<file path="config.mk">
export PLATFORM = sky130hd
export DESIGN_NAME = ssms_mac
export DESIGN_NICKNAME = d
export VERILOG_FILES = /design/src/hw/rtl/ssms_pkg.sv /design/src/hw/rtl/ssms_mac.sv
export SDC_FILE = /design/constraint.sdc
export NUM_CORES = 2
export LEC_CHECK = 0
export BUFFER_PORTS_ARGS = -buffer_cell sky130_fd_sc_hd__buf_2
export CORE_MARGIN = 3
export CORE_UTILIZATION = 57
export DETAILED_ROUTE_END_ITERATION = 10
export HOLD_SLACK_MARGIN = 0.08
export PLACE_DENSITY = 0.91
export SLEW_MARGIN = 20
export SYNTH_ARGS = -nofsm -noshare
export SYNTH_HDL_FRONTEND = slang
export SYNTH_SLANG_ARGS = --single-unit
</file>
<file path="constraint.sdc">
create_clock -name aclk -period 9.9 [get_ports aclk]
set_clock_uncertainty 0.05 [all_clocks]
set_input_delay 1.485 -clock aclk [delete_from_list [all_inputs] [get_ports aclk]]
set_output_delay 1.485 -clock aclk [all_outputs]
set_load 0.01 [all_outputs]
</file>
<file path="src/hw/rtl/ssms_pkg.sv">
`default_nettype none

package ssms_pkg;

    localparam int DATA_W  = 32;
    localparam int PROD_W  = 2 * DATA_W;
    localparam int MODE_W  = 2;
    localparam int INDEX_W = 6;

    localparam int MAX_STATE  = 4;
    localparam int MAX_INPUT  = 2;
    localparam int MAX_OUTPUT = 2;

    localparam int DEF_STATE_DIM  = 4;
    localparam int DEF_INPUT_DIM  = 2;
    localparam int DEF_OUTPUT_DIM = 2;
    localparam int DEF_FRAC_BITS  = 16;

    // rows: OUTPUT_DIM + STATE_DIM <= 6, terms per row: STATE_DIM + INPUT_DIM <= 6
    localparam int ROW_W  = 3;
    localparam int TERM_W = 3;
    localparam int K_W    = 2;

    localparam logic [MODE_W-1:0] MODE_COEF  = 2'd0;
    localparam logic [MODE_W-1:0] MODE_STATE = 2'd1;
    localparam logic [MODE_W-1:0] MODE_STEP  = 2'd2;

    localparam logic signed [PROD_W-1:0] SAT_MAX = 64'sh0000_0000_7FFF_FFFF;
    localparam logic signed [PROD_W-1:0] SAT_MIN = 64'shFFFF_FFFF_8000_0000;

    typedef struct packed {
        logic             valid;
        logic             first;
        logic             last;
        logic             is_u;
        logic [ROW_W-1:0] row;
        logic [K_W-1:0]   k;
    } term_t;

    typedef struct packed {
        logic                     valid;
        logic [ROW_W-1:0]         row;
        logic signed [DATA_W-1:0] value;
        logic                     sat;
    } res_t;

endpackage

`default_nettype wire

</file>
<file path="src/hw/rtl/ssms_mac.sv">
`default_nettype none

module ssms_mac #(
    parameter int OUTPUT_DIM = ssms_pkg::DEF_OUTPUT_DIM,
    parameter int FRAC_BITS  = ssms_pkg::DEF_FRAC_BITS
) (
    input  wire logic                                aclk,
    input  wire logic                                aresetn,
    input  wire ssms_pkg::term_t                     tag,
    input  wire logic signed [ssms_pkg::DATA_W-1:0]  coef,
    input  wire logic signed [ssms_pkg::DATA_W-1:0]  x_vec [ssms_pkg::MAX_STATE],
    input  wire logic signed [ssms_pkg::DATA_W-1:0]  u_vec [ssms_pkg::MAX_INPUT],
    input  wire logic signed [ssms_pkg::DATA_W-1:0]  w_vec [ssms_pkg::MAX_STATE],
    input  wire logic signed [ssms_pkg::DATA_W-1:0]  v_vec [ssms_pkg::MAX_OUTPUT],
    output ssms_pkg::res_t                           res
);

    import ssms_pkg::*;

    localparam logic signed [PROD_W-1:0] HALF =
        {{(PROD_W - 1){1'b0}}, 1'b1} << (FRAC_BITS - 1);

    term_t                    tag2_reg;
    term_t                    tag3_reg;
    term_t                    tag4_reg;
    res_t                     res_reg;

    logic signed [PROD_W-1:0] prod_reg;
    logic signed [PROD_W-1:0] rnd_reg;
    logic signed [PROD_W-1:0] acc_reg;

    logic signed [DATA_W-1:0] opnd;
    logic signed [PROD_W-1:0] prod_next;
    logic signed [PROD_W-1:0] rnd_next;
    logic [ROW_W-1:0]         row_off;
    logic signed [DATA_W-1:0] noise;
    logic signed [PROD_W-1:0] noise_ext;
    logic signed [PROD_W-1:0] acc_next;
    res_t                     res_next;

    always_comb begin
        opnd      = tag.is_u ? u_vec[tag.k[0]] : x_vec[tag.k];
        prod_next = coef * opnd;
        rnd_next  = (prod_reg + HALF) >>> FRAC_BITS;

        row_off   = tag3_reg.row - ROW_W'(OUTPUT_DIM);
        noise     = (tag3_reg.row < ROW_W'(OUTPUT_DIM)) ? v_vec[tag3_reg.row[0]]
                                                        : w_vec[row_off[K_W-1:0]];
        noise_ext = {{(PROD_W - DATA_W){noise[DATA_W-1]}}, noise};
        acc_next  = tag3_reg.first ? noise_ext + rnd_reg : acc_reg + rnd_reg;

        res_next.valid = tag4_reg.valid && tag4_reg.last;
        res_next.row   = tag4_reg.row;
        if (acc_reg > SAT_MAX) begin
            res_next.value = SAT_MAX[DATA_W-1:0];
            res_next.sat   = 1'b1;
        end else if (acc_reg < SAT_MIN) begin
            res_next.value = SAT_MIN[DATA_W-1:0];
            res_next.sat   = 1'b1;
        end else begin
            res_next.value = acc_reg[DATA_W-1:0];
            res_next.sat   = 1'b0;
        end
    end

    assign res = res_reg;

    always_ff @(posedge aclk) begin
        if (!aresetn) begin
            tag2_reg <= '0;
            tag3_reg <= '0;
            tag4_reg <= '0;
            res_reg  <= '0;
        end else begin
            tag2_reg <= tag;
            tag3_reg <= tag2_reg;
            tag4_reg <= tag3_reg;
            res_reg  <= res_next;
        end
    end

    always_ff @(posedge aclk) begin
        prod_reg <= prod_next;
        rnd_reg  <= rnd_next;
        if (tag3_reg.valid) begin
            acc_reg <= acc_next;
        end
    end

endmodule

`default_nettype wire

</file>
## After elaboration in Yosys (flattened, before gate mapping)

Index checks and enable logic that the tools add are counted.

| word-level totals | value |
|---|---|
| output and inout port bits | 37 |
| word-level logic and storage cells | 55 |
| register bits | 230 |
| bits of input ports | 427 |

| cells by class | value |
|---|---|
| reduce and logical (&&, ||, !) cells | 2 |
| mux-type cells | 17 |
| bitwise operators | 5 |
| order comparisons | 7 |
| add/subtract/negate cells | 4 |
| multipliers | 1 |

Operators by type and width:

| kind | count |
|---|---|
| $mux 32 | 13 |
| $bmux 32 s2 | 2 |
| $add 64x17->64 const B | 1 |
| $add 64x48->64 | 1 |
| $gt 64x32->1 const B | 1 |
| $lt 64x32->1 const B | 1 |
| $mul 32x32->64 | 1 |
| $mux 64 | 1 |
| $add 32x48->49 | 1 |
| $mux 33 | 1 |
| $ge 3x3->1 const B | 2 |
| $not 2->3 | 2 |
| $ge 2x2->1 const B | 2 |
| $not 1->2 | 2 |
| $lt 3x2->1 const B | 1 |
| $reduce_or 2->1 | 1 |
| $sub 2x2->2 const B | 1 |
| $logic_and 1x1->1 | 1 |
| $not 1->1 | 1 |

## Logic depth before layout (Yosys ltp)

| logic depth | value |
|---|---|
| word-level depth | 8 |
| depth in mapped cells | 36 |
| depth with buffers taken out | 32 |

## Worst setup path after synthesis

No wires, ideal clock.

| timing path | value |
|---|---|
| path type | input -> register |
| start | in tag[0] (netlist bit) |
| end | reg prod_reg[63] |
| path buffers | 4 |
| required time | 9.778 ns |
| path slack | -0.689 ns |
| arrival | 10.467 ns |
| stages on the path | 32 |
| library setup time | 0.072 ns |
| path through | buf_6 buf_1 buf_1 mux2i_1 a21oi_1 clkbuf_1 nand2_1 inv_1 fa_1 fa_1 fa_1 inv_1 fa_1 inv_1 fa_1 fa_1 inv_1 fa_1 fa_1 inv_1 ha_1 a21o_1 a21o_1 a21oi_1 o21bai_1 a21o_1 a21oi_1 o21bai_1 a221oi_2 o21bai_1 a21oi_2 xnor2_1 |

| between the ends | value |
|---|---|
| cells in the longest elaborated chain, start to end | 6 |
| elaborated cells on any way between the ends | 10 |
| classes of those cells | 1 x mul; 7 x mux; 2 x bitwise |

Ends and longest elaborated chain:

| element | RTL line | text |
|---|---|---|
| start, declared | ssms_mac.sv:9 | `input wire ssms_pkg::term_t tag,` |
| $not 2->3 (implied by the code) / $not 1->2 (equally long branches) | ssms_mac.sv:42 | `opnd = tag.is_u ? u_vec[tag.k[0]] : x_vec[tag.k];` |
| $bmux 32 s2 / $mux 32 (equally long branches) | ssms_mac.sv:42 |  |
| $mux 32 (implied by the code) (2 in a row) | ssms_mac.sv:42 |  |
| $mux 32 (*) | ssms_mac.sv:42 |  |
| $mul 32x32->64 (*) | ssms_mac.sv:43 | `prod_next = coef * opnd;` |
| net prod_next[63] | ssms_mac.sv:33 | `logic signed [PROD_W-1:0] prod_next;` |
| end signal, assigned | ssms_mac.sv:83 | `prod_reg <= prod_next;` |
| end, declared | ssms_mac.sv:28 | `logic signed [PROD_W-1:0] prod_reg;` |

Mark *: on every way through the listed nets, which the timed path passes. The rest lies on a longest branch. The select of a mux whose other input is x is not followed.
A chain may end at the register's enable or synchronous reset.

## Worst setup path after layout

| timing path | value |
|---|---|
| start | in tag[0] (netlist bit) |
| end | reg prod_reg[62] |

Same word-level chain as after synthesis.

==> results.ini <==
[placed_design]
hpwlAfterDp_um = 130000
routabilityCongestion = 0.968
portBuffers = 463
placed_area_um2 = 56600

[critical_path]
worst_ep_required_time_ns = 10.27
cp_common_cell = fa_1
crit_path_max_incr_delay_ns = 0.57
cp-start-kind = input pin
critPathKind = input pin to flip-flop
cp-end-kind = flip-flop
worst_ep_arrival_time_ns = 10.01
slowest_stage = fa_1
cp_max_fo = 28

[layout]
areaGrowthSynthToFinish_pct = 12.0
drive_gt1_frac = 0.158
fin_area_um2 = 57400
largest_register_ffs = 64
nets = 7798

[floorplanning]
core-area_um2 = 88800
ioPinCount = 464
dieArea_um2 = 93500
start_util = 0.577
die_y_um = 306
dieWidth_um = 306
rows = 109

[yosys]
synth_top_cells_by_area = fa_1 42%, inv_1 7.5%, ha_1 7.1%
ys_seq_area_frac = 0.0965
synth_flop_cell = dfxtp_1
synth_edf_count = 64
syn_inst = 5490
synth_async_sr_flop_share = 0
synth_cell_types = 81
synth.net_count = 7292
syn-cell-area_um2 = 51200
synth_area_leader_cell = fa_1
synth.top_cell.area_share = 0.423
avgSynthCellArea_um2 = 9.33
ys_warn_count = 0
synth-seq-cells = 215

[route]
via_per_inst = 5.86
dr.pass1.iters = 6
ant_nets = 0
drt_iter0_markers = 3853
dr_total_vias = 42100
avgRoutedWirePerCell_um = 21.5
drc = 0
wl_um = 154000

[global_route]
antenna_found_initial = 5
grt_util_met2 = 0.558
gr-usage-all-layers = 0.331
grt_max_degree = 66
grt_overflow = 0
grt_pass1_vias = 46000
gr-usage-met3 = 0.0925
grt-busiest-layer = met2
grt_util_met1 = 0.393
grt_pass1_wl_um = 243000

[sta]
final.min_clock_period_ns = 9.65
fin_crit_sh = 0.974
slew_violations = 0
setup_viol = 0
setup_tns_ns = 0
tightest_slew_ns = 0.977
hold_violations = 0
slew_headroom = 0.348
rsz0062_at_grt = no
fmax_ghz = 0.104

[hold_path]
hold_path.class = flip-flop to flip-flop

[cts]
tritoncts = built
cts_htree_levels = 1
clk_latency_ns = 0.54
post_cts_resized = 0
path_clk_slew_ns = 0.07
root_buffer = clkbuf_16
clock_path_buffers = 3
cts_hold_buffers = 0
cts_sinks = 215
post-cts-setup-buffers = 0
cts_inserted_buffers = 22

[run]
drv_cap = 0

[run_status]
status = finished, final reports clean

==> final timing paths <==
kind              cells after the start  slack [ns]           end         start
hold / removal                        1        0.38   rnd_reg[47]  prod_reg[63]
setup / recovery                     31        0.25  prod_reg[62]        tag[0]
hold reg to reg                       1        0.38   rnd_reg[47]  prod_reg[63]
setup reg to reg                     15        3.99   acc_reg[52]   tag3_reg[2]
==> layout by cell type, fill, tap and decap left out, drive strengths merged, types with 7 or more instances in the layout <==
cell,n
nand2b,43
fa,1083
xor2,75
a21o,95
a21oi,217
o21ai,132
nor3,24
edfxtp,64
ha,292
xnor2,126
nor2,202
nand3,48
o211ai,13
o21bai,27
o21a,20
a211oi,14
a2111oi,7
a21boi,40
or2,10
nand2,620
and3,19
nor4,12
a31oi,21
mux2i,66
clkbuf,32
and2,397
mux4,64
o31ai,14
a31o,7
or3,11
inv,1022
nor2b,146
and4,11
buf,767
dfxtp,151
nand4,38
==> cell usage after synthesis (all sizes together), types with 75 or more instances <==
cell type  count
a21o          95
a21oi        217
and2         397
clkbuf       256
dfxtp        151
fa          1083
ha           292
inv         1023
nand2        620
nor2         202
nor2b        146
o21ai        132
xnor2        126
xor2          75
==> critical path: cells and delay by family <==
family / cells / cell delay, ns
fa+ha+maj: 9 / 4.30
compound gates: 8 / 1.66
buf+inv: 9 / 1.19
mux: 2 / 0.83
simple gates: 2 / 0.37
xor+xnor: 1 / 0.13
==> metal layers <==
layer / vias to the layer above / routed length, µm
li1: 18000 / -
met1: 20600 / 53500
met2: 2820 / 73100
met3: 642 / 18800
met4: 4 / 8790
met5: - / 25
==> layout make-up <==
| cell class | count | area, µm² |
|---|---|---|
| antenna | 5 | 12.5 |
| clock buffer | 32 | 661 |
| clock inverter | 8 | 80.1 |
| fill | 6513 | 31400 |
| inverter | 1023 | 3850 |
| multi-input combinational | 3967 | 41600 |
| sequential | 215 | 4950 |
| tap | 1165 | 1460 |
| timing repair buffer | 767 | 4830 |
==> logic make-up after synthesis <==
logic type,Yosys count,share of synthesized area
AOI/OAI and AO/OA,657,0.0818
buffers and inverters,1308,0.0961
DFF,215,0.0965
and+or+nand+nor,1599,0.155
xor gates and xnor gates,201,0.0344
adders and majority gates,1375,0.494
muxes,135,0.0421
==> metrics by stage <==
| step | std cells | utilization | worst slack [ns] | hold slack (ns) |
|---|---|---|---|---|
| 6_report | 7182 | 0.647 | 0.255 | 0.384 |
| 5_1_grt | 7179 | 0.647 | 0.00238 | 0.405 |
| 4_1_cts | 7177 | 0.646 | 0.134 | 0.386 |
| 3_5_place_dp | 7137 | 0.637 | -0.426 | 0.371 |
| 3_3_place_gp | 7137 | 0.637 | -0.317 | 0.363 |
| 2_1_floorplan | 5490 | - | 0.0163 | 0.359 |
Power is not shown: default switching activity piles up to over one toggle a cycle in this logic, so the estimate is an artifact.
