### src/hw/rtl/ssms_pkg.sv
`default_nettype none

package ssms_pkg;

    localparam int DATA_W  = 32;
    localparam int PROD_W  = 2 * DATA_W;
    localparam int MODE_W  = 2;
    localparam int INDEX_W = 6;

    localparam int MAX_STATE  = 4;
    localparam int MAX_INPUT  = 2;
    localparam int MAX_OUTPUT = 2;

    localparam int DEF_STATE_DIM  = 4;
    localparam int DEF_INPUT_DIM  = 2;
    localparam int DEF_OUTPUT_DIM = 2;
    localparam int DEF_FRAC_BITS  = 16;

    // rows: OUTPUT_DIM + STATE_DIM <= 6, terms per row: STATE_DIM + INPUT_DIM <= 6
    localparam int ROW_W  = 3;
    localparam int TERM_W = 3;
    localparam int K_W    = 2;

    localparam logic [MODE_W-1:0] MODE_COEF  = 2'd0;
    localparam logic [MODE_W-1:0] MODE_STATE = 2'd1;
    localparam logic [MODE_W-1:0] MODE_STEP  = 2'd2;

    localparam logic signed [PROD_W-1:0] SAT_MAX = 64'sh0000_0000_7FFF_FFFF;
    localparam logic signed [PROD_W-1:0] SAT_MIN = 64'shFFFF_FFFF_8000_0000;

    typedef struct packed {
        logic             valid;
        logic             first;
        logic             last;
        logic             is_u;
        logic [ROW_W-1:0] row;
        logic [K_W-1:0]   k;
    } term_t;

    typedef struct packed {
        logic                     valid;
        logic [ROW_W-1:0]         row;
        logic signed [DATA_W-1:0] value;
        logic                     sat;
    } res_t;

endpackage

`default_nettype wire

### src/hw/rtl/ssms_seq.sv
`default_nettype none

module ssms_seq #(
    parameter int STATE_DIM  = ssms_pkg::DEF_STATE_DIM,
    parameter int INPUT_DIM  = ssms_pkg::DEF_INPUT_DIM,
    parameter int OUTPUT_DIM = ssms_pkg::DEF_OUTPUT_DIM,
    localparam int COEF_COUNT = STATE_DIM * STATE_DIM + STATE_DIM * INPUT_DIM
                              + OUTPUT_DIM * STATE_DIM + OUTPUT_DIM * INPUT_DIM,
    localparam int AW = $clog2(COEF_COUNT)
) (
    input  wire logic          aclk,
    input  wire logic          aresetn,
    input  wire logic          start,
    output logic [AW-1:0]      raddr,
    output ssms_pkg::term_t    tag
);

    import ssms_pkg::*;

    localparam int OFS_B = STATE_DIM * STATE_DIM;
    localparam int OFS_C = OFS_B + STATE_DIM * INPUT_DIM;
    localparam int OFS_D = OFS_C + OUTPUT_DIM * STATE_DIM;
    localparam int TERMS = STATE_DIM + INPUT_DIM;
    localparam int ROWS  = OUTPUT_DIM + STATE_DIM;

    typedef enum logic {
        ST_IDLE,
        ST_ISSUE
    } seq_state_t;

    seq_state_t        state_reg;
    logic [ROW_W-1:0]  row_reg;
    logic [TERM_W-1:0] term_reg;
    logic [AW-1:0]     ptr1_reg;
    logic [AW-1:0]     ptr2_reg;
    term_t             tag_reg;

    logic              is_u;
    logic              last_term;
    logic [TERM_W-1:0] k_full;

    always_comb begin
        is_u      = term_reg >= TERM_W'(STATE_DIM);
        last_term = term_reg == TERM_W'(TERMS - 1);
        k_full    = is_u ? term_reg - TERM_W'(STATE_DIM) : term_reg;
        raddr     = is_u ? ptr2_reg : ptr1_reg;
    end

    assign tag = tag_reg;

    always_ff @(posedge aclk) begin
        if (!aresetn) begin
            state_reg <= ST_IDLE;
            row_reg   <= '0;
            term_reg  <= '0;
            ptr1_reg  <= '0;
            ptr2_reg  <= '0;
            tag_reg   <= '0;
        end else begin
            tag_reg.valid <= 1'b0;
            case (state_reg)
                ST_IDLE: begin
                    if (start) begin
                        state_reg <= ST_ISSUE;
                        row_reg   <= '0;
                        term_reg  <= '0;
                        ptr1_reg  <= AW'(OFS_C);
                        ptr2_reg  <= AW'(OFS_D);
                    end
                end
                ST_ISSUE: begin
                    tag_reg.valid <= 1'b1;
                    tag_reg.first <= term_reg == '0;
                    tag_reg.last  <= last_term;
                    tag_reg.is_u  <= is_u;
                    tag_reg.row   <= row_reg;
                    tag_reg.k     <= k_full[K_W-1:0];
                    if (is_u) begin
                        ptr2_reg <= ptr2_reg + AW'(1);
                    end else begin
                        ptr1_reg <= ptr1_reg + AW'(1);
                    end
                    if (last_term) begin
                        term_reg <= '0;
                        row_reg  <= row_reg + ROW_W'(1);
                        // observation rows done: move on to A and B
                        if (row_reg == ROW_W'(OUTPUT_DIM - 1)) begin
                            ptr1_reg <= '0;
                            ptr2_reg <= AW'(OFS_B);
                        end
                        if (row_reg == ROW_W'(ROWS - 1)) begin
                            state_reg <= ST_IDLE;
                        end
                    end else begin
                        term_reg <= term_reg + TERM_W'(1);
                    end
                end
                default: begin
                    state_reg <= ST_IDLE;
                end
            endcase
        end
    end

endmodule

`default_nettype wire

### config.mk
export PLATFORM = sky130hd
export DESIGN_NAME = ssms_seq
export DESIGN_NICKNAME = d
export VERILOG_FILES = /design/src/hw/rtl/ssms_pkg.sv /design/src/hw/rtl/ssms_seq.sv
export SDC_FILE = /design/constraint.sdc
export NUM_CORES = 1
export LEC_CHECK = 0
export BUFFER_PORTS_ARGS = -buffer_cell sky130_fd_sc_hd__buf_2
export CAP_MARGIN = 0
export CORE_ASPECT_RATIO = 1.25
export CORE_UTILIZATION = 50
export CTS_CLUSTER_DIAMETER = 100
export DETAILED_ROUTE_END_ITERATION = 10
export PLACE_DENSITY = 0.7
export SLEW_MARGIN = 20
export SYNTH_ARGS = -nofsm -noshare
export SYNTH_HDL_FRONTEND = slang
export SYNTH_SLANG_ARGS = --single-unit
### constraint.sdc
create_clock -name aclk -period 3.1 [get_ports aclk]
set_clock_uncertainty 0.1 [all_clocks]
set_input_delay 0 -clock aclk [delete_from_list [all_inputs] [get_ports aclk]]
set_output_delay 0 -clock aclk [all_outputs]
set_load 0.005 [all_outputs]
; Word level (Yosys, flattened, before mapping)
; Index checks and enable logic that the tools add are counted.
[word_totals]
regBits = 28
inputBits = 3
output_inout_bits = 15
[classes]
addsub = 5
magnitude_cmp = 1
n_eq_ne = 5
mux = 22
bitwise_logic = 1
n_reduce_logical = 2
[op_table]
columns = operator, count
row1 = $mux W6, 9
row2 = $pmux W6 S2, 2
row3 = $add A6 B1 Y6 const B, 2
row4 = $pmux W3 S2, 2
row5 = $mux W3, 3
row6 = $mux W9, 1
row7 = $add A3 B1 Y3 const B, 2
row8 = $eq A3 B3 Y1 const B, 2
row9 = $eq A3 B1 Y1 const B, 1
row10 = $ge A3 B3 Y1 const B, 1
row11 = $logic_not A3 Y1, 1
row12 = $mux W1, 3
row13 = $mux W2, 1
row14 = $ne A2 B1 Y1 const B, 1
row15 = $ne A2 B2 Y1 const B, 1
row16 = $pmux W1 S2, 1
row17 = $reduce_and A2 Y1, 1
row18 = $sub A2 B1 Y2 const B, 1
row19 = $not A1 Y1, 1

; Logic depth before layout (Yosys ltp)
; Gate-level depths: netlist (run 1).
[depth]
depth_word = 5
depth_mapped = 6
mapped_depth_nobuf = 6

; Least setup slack after synthesis (run 1)
; OpenSTA, ideal clock, no wires.
[synth_path]
path_kind = reg2reg
start = reg term_reg[2]
end = reg ptr1_reg[3]
setup_ns = 0.115
arrival_time_ns = 1.231
t_required_ns = 2.885
slack_ns = 1.654
path_stages_with_launch = 5
period_less_slack_ns = 1.446
cell_sequence = dfxtp_1 -> and4b_4 -> mux2_4 -> o2bb2ai_1 -> and2_1
[synth_between]
elab_chain_len = 5
word_cells_on_any_way = 6
[synth_lines]
columns = item, line_no
row1 = start: declaration, ssms_seq.sv:33  ; logic [TERM_W-1:0] term_reg;
row2 = start signal: assignment, ssms_seq.sv:95  ; term_reg <= term_reg + TERM_W'(1);
row3 = $ge A3 B3 Y1, ssms_seq.sv:43  ; is_u = term_reg >= TERM_W'(STATE_DIM);
row4 = $mux W6, ssms_seq.sv:78  ; if (is_u) begin
row5 = $mux W6, ssms_seq.sv:87  ; if (row_reg == ROW_W'(OUTPUT_DIM - 1)) begin
row6 = $mux W6 *, ssms_seq.sv:83  ; if (last_term) begin
row7 = $pmux W6 S2 *, ssms_seq.sv:61  ; case (state_reg)
row8 = end signal: assignment, ssms_seq.sv:67  ; ptr1_reg <= AW'(OFS_C);
row9 = end signal: assignment, ssms_seq.sv:81  ; ptr1_reg <= ptr1_reg + AW'(1);
row10 = end: declaration, ssms_seq.sv:34  ; logic [AW-1:0] ptr1_reg;
; Every way passes the cells marked *; elsewhere a longest branch is shown, timed or not.
; A chain may end at the register's enable or synchronous reset.

; Worst setup path after layout (run 1)
[layout_path]
start = reg state_reg
end = reg row_reg[2]
[layout_between]
elab_chain_len = 3
word_cells_on_any_way = 5
[layout_lines]
columns = item, line_no
row1 = start: declaration, ssms_seq.sv:31  ; seq_state_t state_reg;
row2 = start signal: assignment, ssms_seq.sv:53  ; state_reg <= ST_IDLE;
row3 = start signal: assignment, ssms_seq.sv:64  ; state_reg <= ST_ISSUE;
row4 = start signal: assignment, ssms_seq.sv:92  ; state_reg <= ST_IDLE;
row5 = $not A1 Y1, n/a
row6 = $ne A2 B2 Y1 (no source line), n/a
row7 = $reduce_and A2 Y1 (no source line), n/a
row8 = end signal: assignment, ssms_seq.sv:85  ; row_reg <= row_reg + ROW_W'(1);
row9 = end: declaration, ssms_seq.sv:32  ; logic [ROW_W-1:0] row_reg;
; Several ways; a longest one is shown, not always the timed one.

==> results of run 1 <==
==> cells by family (layout without fill, tap and decap cells) <==
group	count (synthesis)	count (layout)	synth area share, %
XOR/XNOR	3	3	1.838
AO/OA/AOI/OAI	31	31	15.22
AND/OR/NAND/NOR	56	56	23.36
flip-flops	28	28	39.20
buffers and inverters	14	29	4.024
multiplexers	17	17	12.86
adder cells (fa/ha/maj)	4	4	3.500
==> critical path, cell delays in order (launching register included) <==
cell                       delay, ps
sky130_fd_sc_hd__dfxtp_1        1020
sky130_fd_sc_hd__nand4b_1        390
sky130_fd_sc_hd__o211ai_1        280
sky130_fd_sc_hd__o31ai_1         100
sky130_fd_sc_hd__and2_1          150
==> path summary, 6_finish.rpt <==
| kind | startpoint | endpoint | slack (ps) | cells after the start |
|---|---|---|---|---|
| worst max-delay path | state_reg | row_reg[2] | 980 | 4 |
| worst min-delay path | ptr1_reg[5] | ptr1_reg[5] | 380 | 1 |
| worst max register to register | state_reg | row_reg[2] | 980 | 4 |
| worst min register to register | ptr1_reg[5] | ptr1_reg[5] | 380 | 1 |
==> stage by stage <==
stage	hold WS, ps	utilization, %	area (um2)
detailed placement	283.2	56.54	1530
CTS	386.0	58.11	1573
global route	414.6	58.11	1573
floorplan	96.96	-	1430
finish	377.8	58.11	1573
global placement	279.5	56.54	1530
==> Yosys cell counts, types with 5 or more instances <==
master                     n
sky130_fd_sc_hd__a31oi_1   5
sky130_fd_sc_hd__and2_1    6
sky130_fd_sc_hd__dfxtp_1  28
sky130_fd_sc_hd__inv_1     6
sky130_fd_sc_hd__mux2_1    5
sky130_fd_sc_hd__mux2i_1   9
sky130_fd_sc_hd__nand2_1   8
sky130_fd_sc_hd__nand3_1   5
sky130_fd_sc_hd__nor2_1    6
sky130_fd_sc_hd__nor2b_1  15
sky130_fd_sc_hd__o21ai_0   6
==> placed cells by master (no fill, tap or decap), types with 3 or more instances in the layout <==
cell type | Yosys | layout
sky130_fd_sc_hd__mux2_1 | 5 | 5
sky130_fd_sc_hd__and2_1 | 6 | 6
sky130_fd_sc_hd__nor3b_1 | 4 | 4
sky130_fd_sc_hd__nand2_1 | 8 | 8
sky130_fd_sc_hd__mux2i_1 | 9 | 9
sky130_fd_sc_hd__inv_1 | 6 | 6
sky130_fd_sc_hd__a31oi_1 | 5 | 5
sky130_fd_sc_hd__buf_2 | 4 | 17
sky130_fd_sc_hd__ha_1 | 4 | 4
sky130_fd_sc_hd__nand3_1 | 5 | 5
sky130_fd_sc_hd__o21ai_0 | 6 | 6
sky130_fd_sc_hd__clkbuf_4 | 0 | 3
sky130_fd_sc_hd__dfxtp_1 | 28 | 28
sky130_fd_sc_hd__nor2b_1 | 15 | 15
sky130_fd_sc_hd__o2bb2ai_1 | 3 | 3
sky130_fd_sc_hd__o21ai_1 | 3 | 3
sky130_fd_sc_hd__nand2b_1 | 3 | 3
sky130_fd_sc_hd__nor2_1 | 6 | 6
sky130_fd_sc_hd__a21oi_1 | 4 | 4
==> area by class of cell <==
class                   instances  area [um2]  share of cell area [%]
multi-input cells             111       812.0                   51.63
well taps                      34       42.54                   2.705
inverters                       6       22.52                   1.432
repair buffers                 20       112.6                   7.160
flip-flops and latches         28       560.5                   35.64
clock buffers                   3       22.52                   1.432
==> routing by layer <==
layer | vias to the layer above | part of all wire (%)
li1 | 574 | -
met1 | 535 | 44
met2 | 28 | 50
met3 | 6 | 3.1
met4 | 0 | 2.1
met5 | - | 0
==> power groups by stage <==
| stage | registers [mW] | clock network [mW] | logic, mW |
|---|---|---|---|
| floorplan | 0.387 | 0 | 0.0494 |
| global placement | 0.396 | 0 | 0.0544 |
| detailed placement | 0.397 | 0 | 0.0560 |
| CTS | 0.389 | 0.153 | 0.0584 |
| global route | 0.392 | 0.167 | 0.0652 |
| finish | 0.389 | 0.148 | 0.0583 |
==> implementation parameters, run 1 <==
Parameter                              Value

CTS
  Post-CTS Hold Fix Bufs    2
  Number of buffers inserted by post-CTS setup repair    0
  CTS resizes    0
  Clock tree from TritonCTS    built
  Maximum count of clock buffers along a single path    2
  Clock Pin Slew Worst Setup and Hold Paths    ~140 ps
  Maximum level of the CTS H-tree    1
  Clk Tree Root Cell    sky130_fd_sc_hd__clkbuf_4
  Worst skew pair latency    approximately 320 ps
  Cts bufs inserted    3
  Clock net sink count    28

Timing
  Max-slew violations    0
  Highest Clock Rate    0.4722 GHz
  Finish-stage setup viols    0
  Final period utilization    68.32%
  Worst-Margin Slew    1010 ps
  Final worst setup slack    approximately 980 ps
  Final critical delay including setup and external delays    about 2100 ps
  Unrepaired setup endpoints after global routing    no
  Sum of negative setup slack    0 ps
  Final Hold Violating Endpoints    0
  Relative slew slack    approximately 33%

Critical path
  Category of the most critical setup path    reg2reg
  Data arrival time of the critical path    2260 ps
  Largest fanout on the critical path    29
  Kind of end point of the critical path    register
  Element type at the critical path start    register
  Required time reported for the critical path endpoint    about 3200 ps

Status
  Outcome    completed

Cells and area
  Antenna Cells    0
  Area growth syn-to-layout    9.974%
  Number of fill cells in the layout    roughly 260
  Flip-flop count of the largest register after layout    9
  Final layout net count    approximately 180
  Post-route non-filler standard cell count    about 200
  Fraction of final layout cells with drive strength greater than 1    about 16%

Detailed routing
  Via total after detailed routing    roughly 1.1k
  DRT Pass-1 Iters    5
  Wire length reported by the detailed router    2.831 mm
  Antenna-violating nets left    0
  # DRC    0
  Initial drt markers    27
  Final routed wire length divided by cell count    roughly 14 um
  Via/cell ratio    5.658

Yosys
  Syn nets    160
  EDFF count, synth    0
  Cells taking the most area after synthesis    sky130_fd_sc_hd__dfxtp_1 39%, sky130_fd_sc_hd__nor2b_1 6.6%, sky130_fd_sc_hd__mux2i_1 6.3%
  Area leader, netlist    sky130_fd_sc_hd__dfxtp_1
  Synth top area share    39.20%
  Synth cell types    40
  Dominant synthesized flop cell    sky130_fd_sc_hd__dfxtp_1
  Synthesized netlist cell count    between 150 and 200
  Sequential cell area fraction in the yosys report    roughly two fifths
  Async set or reset register ratio after synthesis    0%
  Average cell area after synthesis    slightly above 9 um2
  Register bit count reported by yosys    28
  Number of warnings reported in the yosys synthesis log    0
  Netlist Area Pre-Place    about 1400 um2

Power
  Combinational share of power    under 10%
  Cell-internal power    ~0.45 mW
  Reported leakage power    approximately 0.65 nW
  Peak ir drop on the vdd network    approximately 300 uV
  Register share of total power    between 60% and 70%
  Fraction of power spent switching nets    between 20% and 30%
  Switching power summed over all nets    approximately 0.15 mW
  Clock network fraction of design power    around 25%
  Tot Pwr    ~0.6 mW
  Ratio of total power to cell area    378.8 nW/um2

Flow run
  Max-Cap Viols    0

Placement
  Count of input and output buffers    17
  Routability cong.    ~0.79
  HPWL after detailed placement    between 1.5 and 2 mm
  Worst setup slack before clock tree synthesis    1025 ps
  Placed cells    roughly 200

GRT
  Wire length of the first global-routing pass    between 4 and 5 mm
  Total congestion overflow    0
  GRT busiest layer    met2
  Antenna violations before repair    0
  Global Route met1 Usage    a little under a quarter
  Met3 demand-to-capacity share in global routing    2.920%
  Via count of the first global-routing pass    about 1.1k
  Met2 global-route usage    between 30 and 40%
  Overall track demand over capacity in global routing    around 20%
  Pin count of the biggest net entering global routing    30

Floorplanning
  Placement Rows    21
  Area of the core    ~2700 um2
  Starting density of the core    a little over half
  I/O pin count    18
  Horizontal die dimension    49.84 um
  Die height    between 60 and 70 um
  Die area    ~3000 um2

Hold path
  Type of the tightest min-delay check    reg2reg
(Power assumes the default switching activity.)
==> run 2, diff against run 1 <==
- ABC_AREA: default -> 1
- PLACE_DENSITY: 0.7 -> 0.71
- clock period: 3.1 -> 2.2 ns (I/O delays scaled with it)
==> run 2 against run 1 <==
  * Via count grew 11%
  * Core utilization grew 3.0 points
  * Area after synthesis shrank 5.2%
  * Largest cell class unchanged
==> implementation parameters, run 2 <==
Parameter                              Value

Placement
  Placed cells    ~240
  Placed Area    about 1500 um2
  HPWL after detailed placement    ~2.2 mm
  Worst setup slack before clock tree synthesis    between 600 and 700 ps
  Routability cong.    ~0.89
  Count of input and output buffers    17

Yosys
  Synth top area share    around two fifths
  EDFF count, synth    0
  Cells taking the most area after synthesis    sky130_fd_sc_hd__dfxtp_1 41%, sky130_fd_sc_hd__nand2_1 13%, sky130_fd_sc_hd__o21ai_0 7.0%
  Area leader, netlist    sky130_fd_sc_hd__dfxtp_1
  Syn nets    200
  Synth cell types    24
  Commonest cells in the synthesized netlist    47 x sky130_fd_sc_hd__nand2_1, 28 x sky130_fd_sc_hd__dfxtp_1, 24 x sky130_fd_sc_hd__inv_1, 24 x sky130_fd_sc_hd__nor2_1, 19 x sky130_fd_sc_hd__o21ai_0
  Async set or reset register ratio after synthesis    0%
  Average cell area after synthesis    roughly 7.0 um2
  Synthesized netlist cell count    193
  Number of warnings reported in the yosys synthesis log    0
  Top-count cell post-synth    sky130_fd_sc_hd__nand2_1
  Sequential cell area fraction in the yosys report    41.33%
  Dominant synthesized flop cell    sky130_fd_sc_hd__dfxtp_1
  Netlist Area Pre-Place    about 1400 um2
  Register bit count reported by yosys    28

CTS
  Cts bufs inserted    3
  Clock tree from TritonCTS    built
  Clk Tree Root Cell    sky130_fd_sc_hd__clkbuf_4
  Post-CTS Hold Fix Bufs    3
  Worst skew pair latency    approximately 320 ps
  Clock net sink count    28
  Number of buffers inserted by post-CTS setup repair    0
  Clock Pin Slew Worst Setup and Hold Paths    roughly 150 ps
  Maximum count of clock buffers along a single path    2
  CTS resizes    0
  Maximum level of the CTS H-tree    1

Critical path
  Worst Path Buf+Inv    2
  Library cell contributing the largest single delay on the critical path    sky130_fd_sc_hd__dfxtp_1
  Reg2reg path depth    5
  Delay of the slowest cell on the worst path    roughly 690 ps
  Data arrival time of the critical path    ~2200 ps
  Most common cell on crit path    sky130_fd_sc_hd__nand2_1
  Critical R2R Capture    ptr1_reg[0]
  Largest fanout on the critical path    16
  Kind of end point of the critical path    register
  Family of cells with the greatest summed delay on the critical path    buffers and inverters
  Element type at the critical path start    register
  Category of the most critical setup path    reg2reg
  Required time reported for the critical path endpoint    2380 ps
  Startpoint of the worst-slack reg-to-reg timing path    state_reg
  R2R Setup Slk    around 200 ps
  Cell-by-cell listing of the critical path    nand2_1 > inv_1 > nand2_1 > a21oi_1 > dlygate4sd3_1

GRT
  Total congestion overflow    0
  Met2 global-route usage    around 44%
  Via count of the first global-routing pass    1187
  GRT busiest layer    met2
  Global Route met1 Usage    around a quarter
  Overall track demand over capacity in global routing    between 20% and 30%
  Wire length of the first global-routing pass    ~5.2 mm
  Met3 demand-to-capacity share in global routing    under 10%
  Pin count of the biggest net entering global routing    18
  Antenna violations before repair    0

Detailed routing
  # DRC    0
  Via/cell ratio    5.150
  Via total after detailed routing    1267
  Wire length reported by the detailed router    between 2 and 3 mm
  Antenna-violating nets left    0
  DRT Pass-1 Iters    4
  Initial drt markers    34
  Final routed wire length divided by cell count    roughly 12 um

Cells and area
  Most common library cell in the layout ignoring fill and taps    sky130_fd_sc_hd__nand2_1
  Area taken by flip-flops and latches    560.5 um2
  Final layout net count    around 220
  Fraction of final layout cells with drive strength greater than 1    between 10% and 20%
  Area growth syn-to-layout    12.82%
  Post-route non-filler standard cell count    between 200 and 250
  Final design instance area without fill    1530 um2
  Core Util, Final    around three fifths
  Most frequent cells in the layout    47 x sky130_fd_sc_hd__nand2_1, 28 x sky130_fd_sc_hd__dfxtp_1, 24 x sky130_fd_sc_hd__inv_1, 24 x sky130_fd_sc_hd__nor2_1, 19 x sky130_fd_sc_hd__o21ai_0
  Flip-flop count of the largest register after layout    9
  Antenna Cells    0
  Area of the multi-input gates    about 670 um2
  Number of fill cells in the layout    approximately 250

Floorplanning
  Die area    2926 um2
  Starting density of the core    between 50% and 60%
  Horizontal die dimension    slightly below 50 um
  Placement Rows    20
  Area of the core    approximately 2500 um2
  Die height    60.23 um
  I/O pin count    18

Timing
  Finish-stage setup viols    0
  Highest Clock Rate    between 0.4 and 0.5 GHz
  Max-slew violations    0
  Final period utilization    between 90% and 100%
  Final critical delay including setup and external delays    around 2000 ps
  Final worst setup slack    199.0 ps
  Relative slew slack    63.67%
  Unrepaired setup endpoints after global routing    no
  Final Hold Violating Endpoints    0
  Worst-Margin Slew    544.2 ps
  Sum of negative setup slack    0 ps

Hold path
  Start point of the worst hold path    tag[7]
  Hold Path End    tag[7]
  Min-Delay Path Depth    2
  Type of the tightest min-delay check    reg2reg

Status
  Outcome    completed

Power
  Ratio of total power to cell area    579.5 nW/um2
  Peak ir drop on the vdd network    roughly 420 uV
  Reported leakage power    approximately 0.73 nW

Flow run
  Max-Cap Viols    0
[run 2: changes by cell type after synthesis, sizes merged, moves of 4 or more]
cell,change
and2,-6
o22ai,+4
a21oi,+6
nand2,+41
mux2i,-9
nor2b,-15
inv,+20
o21ai,+12
mux2,-8
a31oi,-6
nor2,+21
nor3b,-4
[run 2: per-stage QoR]
step	hold slack (ps)	total power, mW
2_1_floorplan	65.36	0.6131
3_5_place_dp	236.7	0.6453
5_1_grt	397.7	0.9290
3_3_place_gp	246.5	0.6444
6_report	381.9	0.8868
4_1_cts	383.7	0.8974
[run 2: cell families (layout without fill, tap and decap cells)]
kind of cell / Yosys count / in the layout / share of synthesized area, %
simple gates: 87 / 87 / 27.49
compound gates: 39 / 39 / 15.78
buf+inv: 31 / 51 / 9.133
flops: 28 / 28 / 41.33
fa+ha+maj: 4 / 4 / 3.690
xor+xnor: 4 / 4 / 2.583
[run 2: area by class of cell]
cell class	count	area share, %
Sequential cell	28	36.63
Inverter	26	6.378
Clock buffer	4	2.371
Timing Repair Buffer	21	8.013
Tap cell	33	2.698
Multi-Input combinational cell	134	43.91
[run 2: worst max-delay path by stage]
stage	slack [ps]	start	cells after the start	to
floorplan	990	ptr1_reg[0]	8	ptr1_reg[4]
global route	20	state_reg	5	ptr1_reg[0]
finish	200	state_reg	5	ptr1_reg[0]
CTS	220	term_reg[2]	8	ptr1_reg[0]
global placement	700	term_reg[2]	9	ptr1_reg[5]
detailed placement	650	term_reg[2]	9	ptr1_reg[5]
[run 2: routing by layer]
layer | share of wire (%) | vias up | wire length (um)
li1 | - | 657 | -
met4 | 0.63 | 0 | 19
met1 | 45 | 584 | 1364
met3 | 2.8 | 2 | 83
met5 | 0 | - | 0
met2 | 51 | 24 | 1532
[run 2: tightest hold or removal path, stage by stage (launching register included)]
cell and delay, ps:
sky130_fd_sc_hd__dfxtp_1 340, sky130_fd_sc_hd__nand2_1 60, sky130_fd_sc_hd__a21oi_1 60
[run 2: where the power goes]
part	switching (mW)	total (mW)	internal (mW)	leakage, nW
clock	0.145	0.247	0.101	0.0210
combinational	0.0573	0.0952	0.0379	0.477
sequential	0.0188	0.545	0.526	0.228
total	0.222	0.887	0.665	0.726
==> run 3, diff against run 2 <==
- RECOVER_POWER: default -> 50
==> run 3 against run 2 <==
  * Combinational power shrank 2.3%
  * Core utilization shrank 0.50 points
  * Critical path depth grew 3
  * Wire length shrank 0.37%
  * Global-route usage is the same
  * First-iteration DRC count shrank 12%
  * Via count grew 0.55%
  * Non-clock buffer count is the same
==> implementation parameters, run 3 (synthesis results as in run 2) <==
Parameter                              Value

Floorplanning
  Die height    60.23 um
  Horizontal die dimension    between 40 and 50 um
  Placement Rows    20
  I/O pin count    18
  Starting density of the core    54.20%
  Area of the core    2502 um2
  Die area    approximately 2900 um2

Placement
  Routability cong.    slightly below 0.9
  HPWL after detailed placement    2.215 mm
  Placed Area    roughly 1500 um2
  Count of input and output buffers    17

CTS
  Clk Tree Root Cell    sky130_fd_sc_hd__clkbuf_4
  Clock tree from TritonCTS    built
  Maximum level of the CTS H-tree    1
  Cts bufs inserted    3
  Worst skew pair latency    approximately 330 ps
  Clock Pin Slew Worst Setup and Hold Paths    about 150 ps
  Maximum count of clock buffers along a single path    2
  Clock net sink count    28

Critical path
  Largest fanout on the critical path    5
  Cell-by-cell listing of the critical path    nand2_1 > nor2_2 > nand3_1 > nand2_1 > inv_1 > nand2_1 > a21oi_1 > dlygate4sd3_1
  Category of the most critical setup path    reg2reg
  Delay of the slowest cell on the worst path    about 550 ps
  Most common cell on crit path    sky130_fd_sc_hd__nand2_1
  Element type at the critical path start    register
  Library cell contributing the largest single delay on the critical path    sky130_fd_sc_hd__dlygate4sd3_1
  Kind of end point of the critical path    register
  Family of cells with the greatest summed delay on the critical path    simple AND/OR/NAND/NOR gates
  Worst Path Buf+Inv    2
  Data arrival time of the critical path    approximately 2100 ps
  Required time reported for the critical path endpoint    about 2300 ps

Detailed routing
  Initial drt markers    30
  Via total after detailed routing    roughly 1.3k
  Final routed wire length divided by cell count    about 12 um
  DRT Pass-1 Iters    4
  Via/cell ratio    about 5.2
  Antenna-violating nets left    0
  Wire length reported by the detailed router    2.988 mm
  # DRC    0

Timing
  Relative slew slack    between 60% and 70%
  Sum of negative setup slack    0 ps
  Final Hold Violating Endpoints    0
  Unrepaired setup endpoints after global routing    no
  Finish-stage setup viols    0
  Worst-Margin Slew    around 470 ps
  Final period utilization    89.94%
  Final critical delay including setup and external delays    roughly 2000 ps
  Max-slew violations    0
  Highest Clock Rate    between 0.5 and 0.6 GHz

Cells and area
  Antenna Cells    0
  Area taken by flip-flops and latches    about 560 um2
  Most common library cell in the layout ignoring fill and taps    sky130_fd_sc_hd__nand2_1
  Flip-flop count of the largest register after layout    9
  Most frequent cells in the layout    47 x sky130_fd_sc_hd__nand2_1, 28 x sky130_fd_sc_hd__dfxtp_1, 26 x sky130_fd_sc_hd__inv_1, 25 x sky130_fd_sc_hd__nor2_1, 19 x sky130_fd_sc_hd__o21ai_0
  Area growth syn-to-layout    11.90%
  Area of the multi-input gates    about 660 um2
  Number of fill cells in the layout    around 250
  Final layout net count    between 200 and 250
  Fraction of final layout cells with drive strength greater than 1    a little over a tenth
  Final design instance area without fill    approximately 1500 um2

GRT
  Via count of the first global-routing pass    ~1.2k
  Overall track demand over capacity in global routing    between 20% and 30%
  Wire length of the first global-routing pass    between 5 and 6 mm
  Antenna violations before repair    0
  Total congestion overflow    0
  Pin count of the biggest net entering global routing    18

Power
  Ratio of total power to cell area    roughly 600 nW/um2
  Peak ir drop on the vdd network    about 420 uV
  Reported leakage power    roughly 0.71 nW

Flow run
  Max-Cap Viols    0

Status
  Outcome    completed

Hold path
  Type of the tightest min-delay check    reg2reg
run 3: cell types whose count changed in the layout (fill, tap and decap cells not counted):
cell | before | now
sky130_fd_sc_hd__buf_2 | 17 | 12
sky130_fd_sc_hd__clkbuf_2 | 0 | 1
sky130_fd_sc_hd__inv_1 | 24 | 26
sky130_fd_sc_hd__clkbuf_1 | 0 | 4
sky130_fd_sc_hd__nor2_4 | 2 | 1
sky130_fd_sc_hd__nor2_1 | 24 | 25
sky130_fd_sc_hd__inv_2 | 2 | 0
run 3: per-layer routing:
| layer | global-route usage, % | vias to the layer above | wire [um] |
|---|---|---|---|
| met1 | 26.01 | 586 | 1334 |
| met4 | 7.983 | 0 | 43 |
| met3 | 3.562 | 5 | 86 |
| met5 | 0 | - | 0 |
| li1 | - | 659 | - |
| met2 | 44.47 | 24 | 1523 |
run 3: power breakdown:
part | switching [mW] | internal (mW) | leakage [nW]
combinational | 0.0569 | 0.0361 | 0.460
clock | 0.148 | 0.101 | 0.0210
sequential | 0.0178 | 0.526 | 0.228
run 3: worst reg2reg max path: cells and delay by family (launching register included):
family,cells,cell delay (ps)
compound gates,1,60
buf+inv,2,660
flops,1,420
simple gates,5,670
run 3: final cells by class:
type,instances,area share [%]
sequential,28,36.93
tap,33,2.721
clock buffer,4,2.391
timing repair buffer,21,7.749
inverter,26,6.430
multi-input combinational,134,43.78
run 3: worst paths after layout:
check / startpoint / to / slack [ps] / depth (start not counted)
setup / recovery: term_reg[2] / ptr1_reg[0] / 220 / 8
hold / removal: tag[7] / tag[7] / 380 / 2
setup reg to reg: term_reg[2] / ptr1_reg[0] / 220 / 8
hold reg to reg: tag[7] / tag[7] / 380 / 2
run 3: through the flow:
stage                     power [mW]  util [%]  std cells  hold WS, ps  setup slack (ps)
final                         0.8864     60.65        246        382.3             221.4
after global routing          0.9257     60.65        246        397.7             56.23
after CTS                     0.8974     61.15        246        383.7             215.6
after detailed placement      0.6453     58.50        239        236.7             649.9
after global placement        0.6444     58.50        239        246.5             701.8
after floorplan               0.6131         -        193        65.36             993.2
run 3: what timing repair did:
| action | CTS | global route |
|---|---|---|
| resized for setup | 0 | 0 |
| buffers inserted | 0 | 0 |
| endpoints found under the hold margin | 17 | 0 |
| hold buffers | 3 | 0 |
